===== config.mk =====
export PLATFORM = sky130hd
export DESIGN_NAME = qtsc_ctrl
export DESIGN_NICKNAME = d
export VERILOG_FILES = /design/src/hw/rtl/qubit_tensor_slice_contract_engine_defines.svh /design/src/hw/rtl/qtsc_pkg.sv /design/src/hw/rtl/qtsc_ctrl.sv
export SDC_FILE = /design/constraint.sdc
export NUM_CORES = 1
export LEC_CHECK = 0
export ABC_AREA = 1
export BUFFER_PORTS_ARGS = -buffer_cell sky130_fd_sc_hd__buf_2
export CORE_ASPECT_RATIO = 0.6
export CORE_MARGIN = 2
export CORE_UTILIZATION = 51
export DETAILED_ROUTE_END_ITERATION = 8
export HOLD_SLACK_MARGIN = 0.1
export PLACE_DENSITY = 0.79
export SLEW_MARGIN = 20
export SYNTH_ARGS = -nofsm -noshare
export SYNTH_HDL_FRONTEND = slang
export SYNTH_SLANG_ARGS = --single-unit

===== constraint.sdc =====
create_clock -name aclk -period 1.5 [get_ports aclk]
set_input_delay 0.075 -clock aclk [delete_from_list [all_inputs] [get_ports aclk]]
set_output_delay 0.075 -clock aclk [all_outputs]
set_load 0.1 [all_outputs]

===== src/hw/rtl/qubit_tensor_slice_contract_engine_defines.svh =====
// Assertion macros for the tensor slice and contract engine.
// Depends on aclk and aresetn being visible at the point of use.
`ifndef QUBIT_TENSOR_SLICE_CONTRACT_ENGINE_DEFINES_SVH
`define QUBIT_TENSOR_SLICE_CONTRACT_ENGINE_DEFINES_SVH
`ifndef SYNTHESIS
`define QTSC_ASSERT(lbl, prop, msg) \
    lbl: assert property (@(posedge aclk) disable iff (!aresetn) prop) else $error(msg);
`define QTSC_ASSERT_NEXT(lbl, ante, cons, msg) \
    lbl: assert property (@(posedge aclk) disable iff (!aresetn) ante |=> cons) else $error(msg);
`else
`define QTSC_ASSERT(lbl, prop, msg)
`define QTSC_ASSERT_NEXT(lbl, ante, cons, msg)
`endif
`endif


===== src/hw/rtl/qtsc_pkg.sv =====
// Shared types, constants and arithmetic helpers of the tensor engine.
// No dependencies; used by controller, datapath and top level.
`timescale 1ns / 1ps
package qtsc_pkg;

    localparam int RANK_CAP = 10;
    localparam int PART_W   = 32;
    localparam int FRAC_W   = PART_W - 5;
    localparam int ADDR_W   = RANK_CAP;
    localparam int DEPTH    = 1 << RANK_CAP;
    localparam int RANK_W   = 4;
    localparam int ENT_W    = 2 * PART_W;
    localparam int ACC_W    = PART_W + 8;
    localparam int STEP_W   = 3;

    typedef enum logic [2:0] {
        ACT_LOAD_A   = 3'd0,
        ACT_LOAD_B   = 3'd1,
        ACT_SET_MAP  = 3'd2,
        ACT_EXPAND   = 3'd3,
        ACT_SLICE    = 3'd4,
        ACT_CONTRACT = 3'd5,
        ACT_MULTIPLY = 3'd6,
        ACT_READ     = 3'd7
    } act_t;

    typedef enum logic [1:0] {
        ST_OK    = 2'd0,
        ST_RANK  = 2'd1,
        ST_AXIS  = 2'd2,
        ST_INDEX = 2'd3
    } status_t;

    // sub-steps of one entry during a walk
    localparam logic [STEP_W-1:0] STEP_ISSUE   = 3'd0;
    localparam logic [STEP_W-1:0] STEP_FETCH   = 3'd1;
    localparam logic [STEP_W-1:0] STEP_PROD_RR = 3'd2;
    localparam logic [STEP_W-1:0] STEP_PROD_II = 3'd3;
    localparam logic [STEP_W-1:0] STEP_PROD_RI = 3'd4;
    localparam logic [STEP_W-1:0] STEP_PROD_IR = 3'd5;
    localparam logic [STEP_W-1:0] STEP_ACC_IM  = 3'd6;
    localparam logic [STEP_W-1:0] STEP_MUL_WR  = 3'd7;

    typedef struct packed {
        logic              latch;
        logic              eval;
        logic              walk;
        logic              wr;
        logic              commit;
        logic [STEP_W-1:0] step;
        logic [ADDR_W-1:0] cnt;
    } ctrl_cmd_t;

    typedef struct packed {
        act_t              act;
        status_t           err;
        logic [ADDR_W-1:0] last;
    } dp_sts_t;

    function automatic logic signed [PART_W-1:0] sat(input logic signed [ACC_W-1:0] v);
        logic signed [ACC_W-1:0] hi;
        logic signed [ACC_W-1:0] lo;
        hi = {{(ACC_W-PART_W+1){1'b0}}, {(PART_W-1){1'b1}}};
        lo = ~hi;
        if (v > hi) begin
            return {1'b0, {(PART_W-1){1'b1}}};
        end else if (v < lo) begin
            return {1'b1, {(PART_W-1){1'b0}}};
        end
        return v[PART_W-1:0];
    endfunction

    // round to nearest, ties toward plus infinity
    function automatic logic signed [ACC_W-1:0] rnd(input logic signed [2*PART_W-1:0] p);
        logic signed [2*PART_W-1:0] t;
        logic signed [2*PART_W-1:0] s;
        t = p + ((2*PART_W)'(1) << (FRAC_W - 1));
        s = t >>> FRAC_W;
        return s[ACC_W-1:0];
    endfunction

endpackage


===== src/hw/rtl/qtsc_ctrl.sv =====
// Controller of the tensor engine: action sequencing and entry walk counters.
// Depends on qtsc_pkg; drives the datapath through ctrl_cmd_t.
`timescale 1ns / 1ps
module qtsc_ctrl (
    input  logic                 aclk,
    input  logic                 aresetn,
    input  logic                 in_valid,
    output logic                 in_ready,
    input  logic                 out_free,
    output logic                 out_load,
    input  qtsc_pkg::dp_sts_t    sts,
    output qtsc_pkg::ctrl_cmd_t  cmd
);

    typedef enum logic [4:0] {
        S_IDLE = 5'b00001,
        S_EVAL = 5'b00010,
        S_WALK = 5'b00100,
        S_FIN  = 5'b01000,
        S_OUT  = 5'b10000
    } state_t;

    state_t                              state_reg, state_next;
    logic [qtsc_pkg::ADDR_W-1:0]         cnt_reg, cnt_next;
    logic [qtsc_pkg::STEP_W-1:0]         step_reg, step_next;
    logic [qtsc_pkg::STEP_W-1:0]         wr_step;
    logic                                is_walk;

    assign wr_step = (sts.act == qtsc_pkg::ACT_MULTIPLY) ? qtsc_pkg::STEP_MUL_WR
                                                         : qtsc_pkg::STEP_FETCH;
    assign is_walk = (sts.act == qtsc_pkg::ACT_EXPAND) || (sts.act == qtsc_pkg::ACT_SLICE) ||
                     (sts.act == qtsc_pkg::ACT_CONTRACT) || (sts.act == qtsc_pkg::ACT_MULTIPLY);

    always_comb begin
        state_next = state_reg;
        cnt_next   = cnt_reg;
        step_next  = step_reg;
        in_ready   = 1'b0;
        out_load   = 1'b0;
        cmd        = '0;
        cmd.cnt    = cnt_reg;
        cmd.step   = step_reg;
        unique case (state_reg)
            S_IDLE: begin
                in_ready = 1'b1;
                if (in_valid) begin
                    cmd.latch  = 1'b1;
                    state_next = S_EVAL;
                end
            end
            S_EVAL: begin
                cmd.eval = 1'b1;
                if (sts.err == qtsc_pkg::ST_OK && is_walk) begin
                    cnt_next   = '0;
                    step_next  = qtsc_pkg::STEP_ISSUE;
                    state_next = S_WALK;
                end else begin
                    state_next = S_FIN;
                end
            end
            S_WALK: begin
                cmd.walk = 1'b1;
                cmd.wr   = (step_reg == wr_step);
                if (step_reg == wr_step) begin
                    step_next = qtsc_pkg::STEP_ISSUE;
                    if (cnt_reg == sts.last) begin
                        state_next = S_FIN;
                    end else begin
                        cnt_next = cnt_reg + 1'b1;
                    end
                end else begin
                    step_next = step_reg + 1'b1;
                end
            end
            S_FIN: begin
                cmd.commit = 1'b1;
                state_next = S_OUT;
            end
            S_OUT: begin
                // hold until the output register can take the beat
                if (out_free) begin
                    out_load   = 1'b1;
                    state_next = S_IDLE;
                end
            end
            default: state_next = S_IDLE;
        endcase
    end

    always_ff @(posedge aclk) begin
        if (!aresetn) begin
            state_reg <= S_IDLE;
            cnt_reg   <= '0;
            step_reg  <= qtsc_pkg::STEP_ISSUE;
        end else begin
            state_reg <= state_next;
            cnt_reg   <= cnt_next;
            step_reg  <= step_next;
        end
    end

endmodule


-- Word-level counts from Yosys, hierarchy flattened
Cells that the tools add are included.
- register bits after elaboration: 18
- bits of input ports: 19
- output and inout port bits: 20
- logic and storage cells: 53
- $add $sub $neg: 2
- eq/ne operators: 17
- muxes and demuxes: 22
- reduce and logical (&&, ||, !) cells: 9
- operators by type and width (kind ; number):
    $mux 10 ; 3
    $pmux 5 s5 ; 1
    $mux 5 ; 4
    $pmux 10 s2 ; 1
    $ne 2x2->1 const B ; 6
    $add 10x1->10 const B ; 1
    $eq 10x10->1 ; 1
    $eq 3x3->1 const B ; 3
    $mux 3 ; 3
    $reduce_and 4->1 ; 2
    $mux 1 ; 7
    $pmux 3 s2 ; 1
    $eq 5x1->1 const B ; 1
    $eq 5x2->1 const B ; 1
    $eq 5x3->1 const B ; 1
    $eq 5x4->1 const B ; 1
    $eq 5x5->1 const B ; 1
    $mux 4 ; 1
    $add 3x1->3 const B ; 1
    $eq 3x2->1 const B ; 1
    $eq 3x3->1 ; 1
    $logic_or 1x1->1 ; 3
    $logic_not 2->1 ; 1
    $mux 2 ; 1
    other kinds (3) ; 3

-- Longest topological paths before layout
- word-level depth: 7
- mapped depth: 11
- gate-level depth less buffers: 11

-- Worst setup path before layout
OpenSTA, ideal clock, no wires.
- path type: register -> output
- start: reg state_reg[2]
- end: out cmd[17] (netlist name)
- arrival: 4.302 ns
- required time: 1.425 ns
- path slack: -2.877 ns
- stages on the path, launching flop included: 6
- path buffers: 0
- cells stage by stage: dfxtp_1 > nor2_2 > nand2_1 > nor3_1 > inv_1 > nor2_1
- RTL lines (what ; line ; RTL):
    from (decl) ; qtsc_ctrl.sv:23 ; state_t state_reg, state_next;
    from (signal assigned) ; qtsc_ctrl.sv:96 ; state_reg <= state_next;
    to (decl) ; qtsc_ctrl.sv:12 ; output qtsc_pkg::ctrl_cmd_t cmd

-- Final worst setup path
- start: reg state_reg[0]
- end: reg cnt_reg[7] (netlist name)
- cells in the longest elaborated chain, start to end: 3
- elaborated cells on any way between the ends: 8
- those cells by class: 5 x eq/ne; 1 x mux; 2 x reduce/logical
- ends and longest elaborated chain (what ; line ; RTL):
    $eq 5x3->1 / $eq 5x2->1 (equally long branches) ; qtsc_ctrl.sv:43 ; unique case (state_reg)
    $ne 2x2->1 (no source line) / $reduce_bool 2->1 (equally long branches) ; -- ;
    $reduce_and 4->1 (no source line) ; -- ;
    to (signal assigned) ; qtsc_ctrl.sv:97 ; cnt_reg <= cnt_next;
    to (decl) ; qtsc_ctrl.sv:24 ; logic [qtsc_pkg::ADDR_W-1:0] cnt_reg, cnt_next;
Parallel ways exist; a longest one is shown, timed or not.
A chain may end at the register's enable or synchronous reset.

==> results by group <==
Pwr
  – Clock Power Share: 0.313
  – Total Power: 1.29 mW
  – Int Pwr: 0.848 mW
  – Comb power frac: 0.306
  – Sequential power share: 0.381
  – P per Cell Area: 634 nW/um^2
  – Max VDD drop: just under 0.6 mV
  – Switching share of total power: 0.344
  – Pleak: 0.938 nW
  – Psw: 0.444 mW

Setup path
  – Critical Path, Cell by Cell: nor2_2 -> nand3_4 -> nand2_4 -> nand2_4 -> a21oi_4 -> buf_6 -> nand3_1 -> a21oi_1
  – Critical-path top delay cell: dfxtp_2
  – Critical path peak fanout: 6
  – CP bufs+invs: 1
  – Worst reg2reg setup slack: -40 ps
  – Crit end category: flop
  – WS Path Type: flop to flop
  – CP dominant cell by count: nand2_4
  – Crit start category: flop
  – Crit-path max cell delay: 340 ps
  – Arrival time worst endpoint: 1710 ps
  – CP delay by family, top: simple AND/OR/NAND/NOR gates
  – WP data required: 1670 ps

Timing
  – Post-route clock skew: 7.98 ps
  – RSZ-0062 raised after global routing: true
  – Final hold violations: 0
  – Final TNS setup: -41.4 ps
  – Final WS setup: -37.3 ps
  – Least-Margin Pin Slew: 486 ps
  – Fmax: 650 MHz
  – Final min period: 1540 ps
  – Final Setup Violations: 2
  – Final Cycle Share: 1.02
  – Slew HR: 0.678
  – Pins Over Slew Limit: 0

Routing
  – Initial DRC count: 159
  – DRT Wirelength: 4230 um
  – Highest metal used: met4
  – Vias per cell: 5.45
  – Post-DRT Antenna Nets: 0
  – Number of iterations in the first detailed-routing pass: 5
  – M1 WL: 1840 um
  – Avg WL per Cell: roughly 14 um
  – DRC violations left: 0
  – DR WL met2: between 1500 and 2000 um
  – Via count: 1657
  – Metal3 WL: 411 um

GRT
  – Gr ovfl total: 0
  – Total GRT Usage: 0.288
  – Number of global-route vias before repair: 1401
  – Initial antenna violation count: 0
  – First-pass GRT wire length: roughly 6300 um
  – Largest net degree at the start of global routing: 11

Final layout
  – Area grow syn2layout: 58.7%
  – Fill cell count: roughly 170
  – Diodes inserted: 0
  – Finished Layout Cells: 304
  – Commonest non-fill, non-tap cell in the layout: nand2_1
  – Max reg flops: 10
  – Final cell utilization of the core: 0.832
  – Most frequent cells in the layout: nand2_1 (59), buf_2 (31), inv_1 (24)
  – Final instance area: 2040 um^2
  – Fraction of layout cells with a size suffix above 1: 0.456
  – Final net count: just under 300

Floorplan
  – CORE AREA: around 2500 um^2
  – Die W: between 60 and 70 um
  – Row Count: 14
  – # IOs: 39
  – Die Y: 42.9 um
  – Initial core utilization: 0.524
  – Die ar.: 2950 um^2

Synth
  – Top post-synthesis cells by area: dfxtp_1 (28%), nand2_1 (19%), nor2_1 (8.8%)
  – Syn_area_per_cell: 6.00 um^2
  – Register area share after synthesis: 0.280
  – Syn nets: between 200 and 250
  – Distinct cells, synth: 27
  – FF+latch count, synth: 18
  – Fraction of registers with async set/reset: 0
  – Yosys top cell area share: 0.280
  – Synth Instances: around 210
  – Main flop type after synthesis: dfxtp_1
  – Warnings from Yosys: 0
  – Synth area leader: dfxtp_1
  – Number of enable flip-flop cells after synthesis: 0
  – Synthesized area: 1280 um^2

Place
  – Post-DP HPWL: about 2900 um
  – DP Area: roughly 1800 um^2
  – Routability cong.: 0.897
  – Placed insts: 295
  – IO buf count: 38

Clock tree
  – Htree depth: 1
  – CTS Sinks: 18
  – CTS tree: done
  – Clock Path Buffers: 2
  – CTS buffer count: 3
  – Skew-Pair Late Insertion Delay: 260 ps
  – Worst-path clk slew: ~70 ps
  – Clock root cell: clkbuf_8

Run
  – Max-Cap Viols: 0

Hold path
  – Hold crit path type: input pin to flop

Status
  – Status: finished with violations
  – Failing checks: negative setup slack
[per-layer routing]
layer / GRT usage / vias to the layer above
li1: - / 795
met1: 0.409 / 768
met2: 0.417 / 80
met3: 0.0769 / 14
met4: 0.0980 / 0
met5: 0 / -
[worst min-delay path, delay by kind of cell]
| family | cells | cell delay (ps) |
|---|---|---|
| simple gates | 1 | 80 |
| buf+inv | 2 | 200 |
[area by class of cell]
type	count	area, um^2	area share
inverter	32	123	0.0601
tap	32	40.0	0.0196
multi-input combinational	161	962	0.472
timing repair buffer	57	445	0.218
clock buffer	4	55.1	0.0270
sequential	18	414	0.203
[power by group through the flow]
stage	clock network, mW	registers (mW)	logic, mW
after floorplan	0	0.544	0.191
after global placement	0	0.499	0.356
after detailed placement	0	0.499	0.361
after CTS	0.413	0.489	0.372
after global routing	0.429	0.493	0.415
final	0.405	0.492	0.395
[path summary, 6_finish.rpt]
| check | cells after the start | to | start |
|---|---|---|---|
| worst min-delay path | 3 | state_reg[2] | aresetn |
| worst max register to register | 8 | cnt_reg[7] | state_reg[0] |
| worst min register to register | 2 | step_reg[0] | step_reg[0] |
| worst max-delay path | 8 | cnt_reg[7] | state_reg[0] |
[Yosys cell counts, types with 2 or more instances]
library cell  number
xnor2_1            5
dfxtp_1           18
nor3b_1            3
inv_1             27
ha_1               2
nor2_1            30
nand3_1           22
nand4_1            7
inv_2              4
nor2_2             3
nand2_1           64
or2_2              2
a21oi_1            8
o21ai_0            2
nor3_1             3
nand2_2            3
[through the flow]
stage          hold slack [ps]  setup WS [ps]
3_5_place_dp               398          -18.1
4_1_cts                    122           3.51
2_1_floorplan              293           -657
5_1_grt                    147           -106
6_report                   132          -37.3
3_3_place_gp               401           6.26
[cell families (layout without fill, tap and decap cells)]
logic type,count (synthesis),after routing,synth area share
xor+xnor,6,6,0.0409
flops,18,18,0.280
buf+inv,35,93,0.109
fa+ha+maj,2,2,0.0195
compound gates,13,13,0.0575
simple gates,140,140,0.493
[what timing repair did]
item                                    CTS  global route
buffers inserted                          3             2
endpoints found under the setup margin   12            14
pin swaps                                 4            12
hold buffers                              0             0
cloned                                    0             0
resized for setup                        10            26
(Power assumes the default switching activity.)
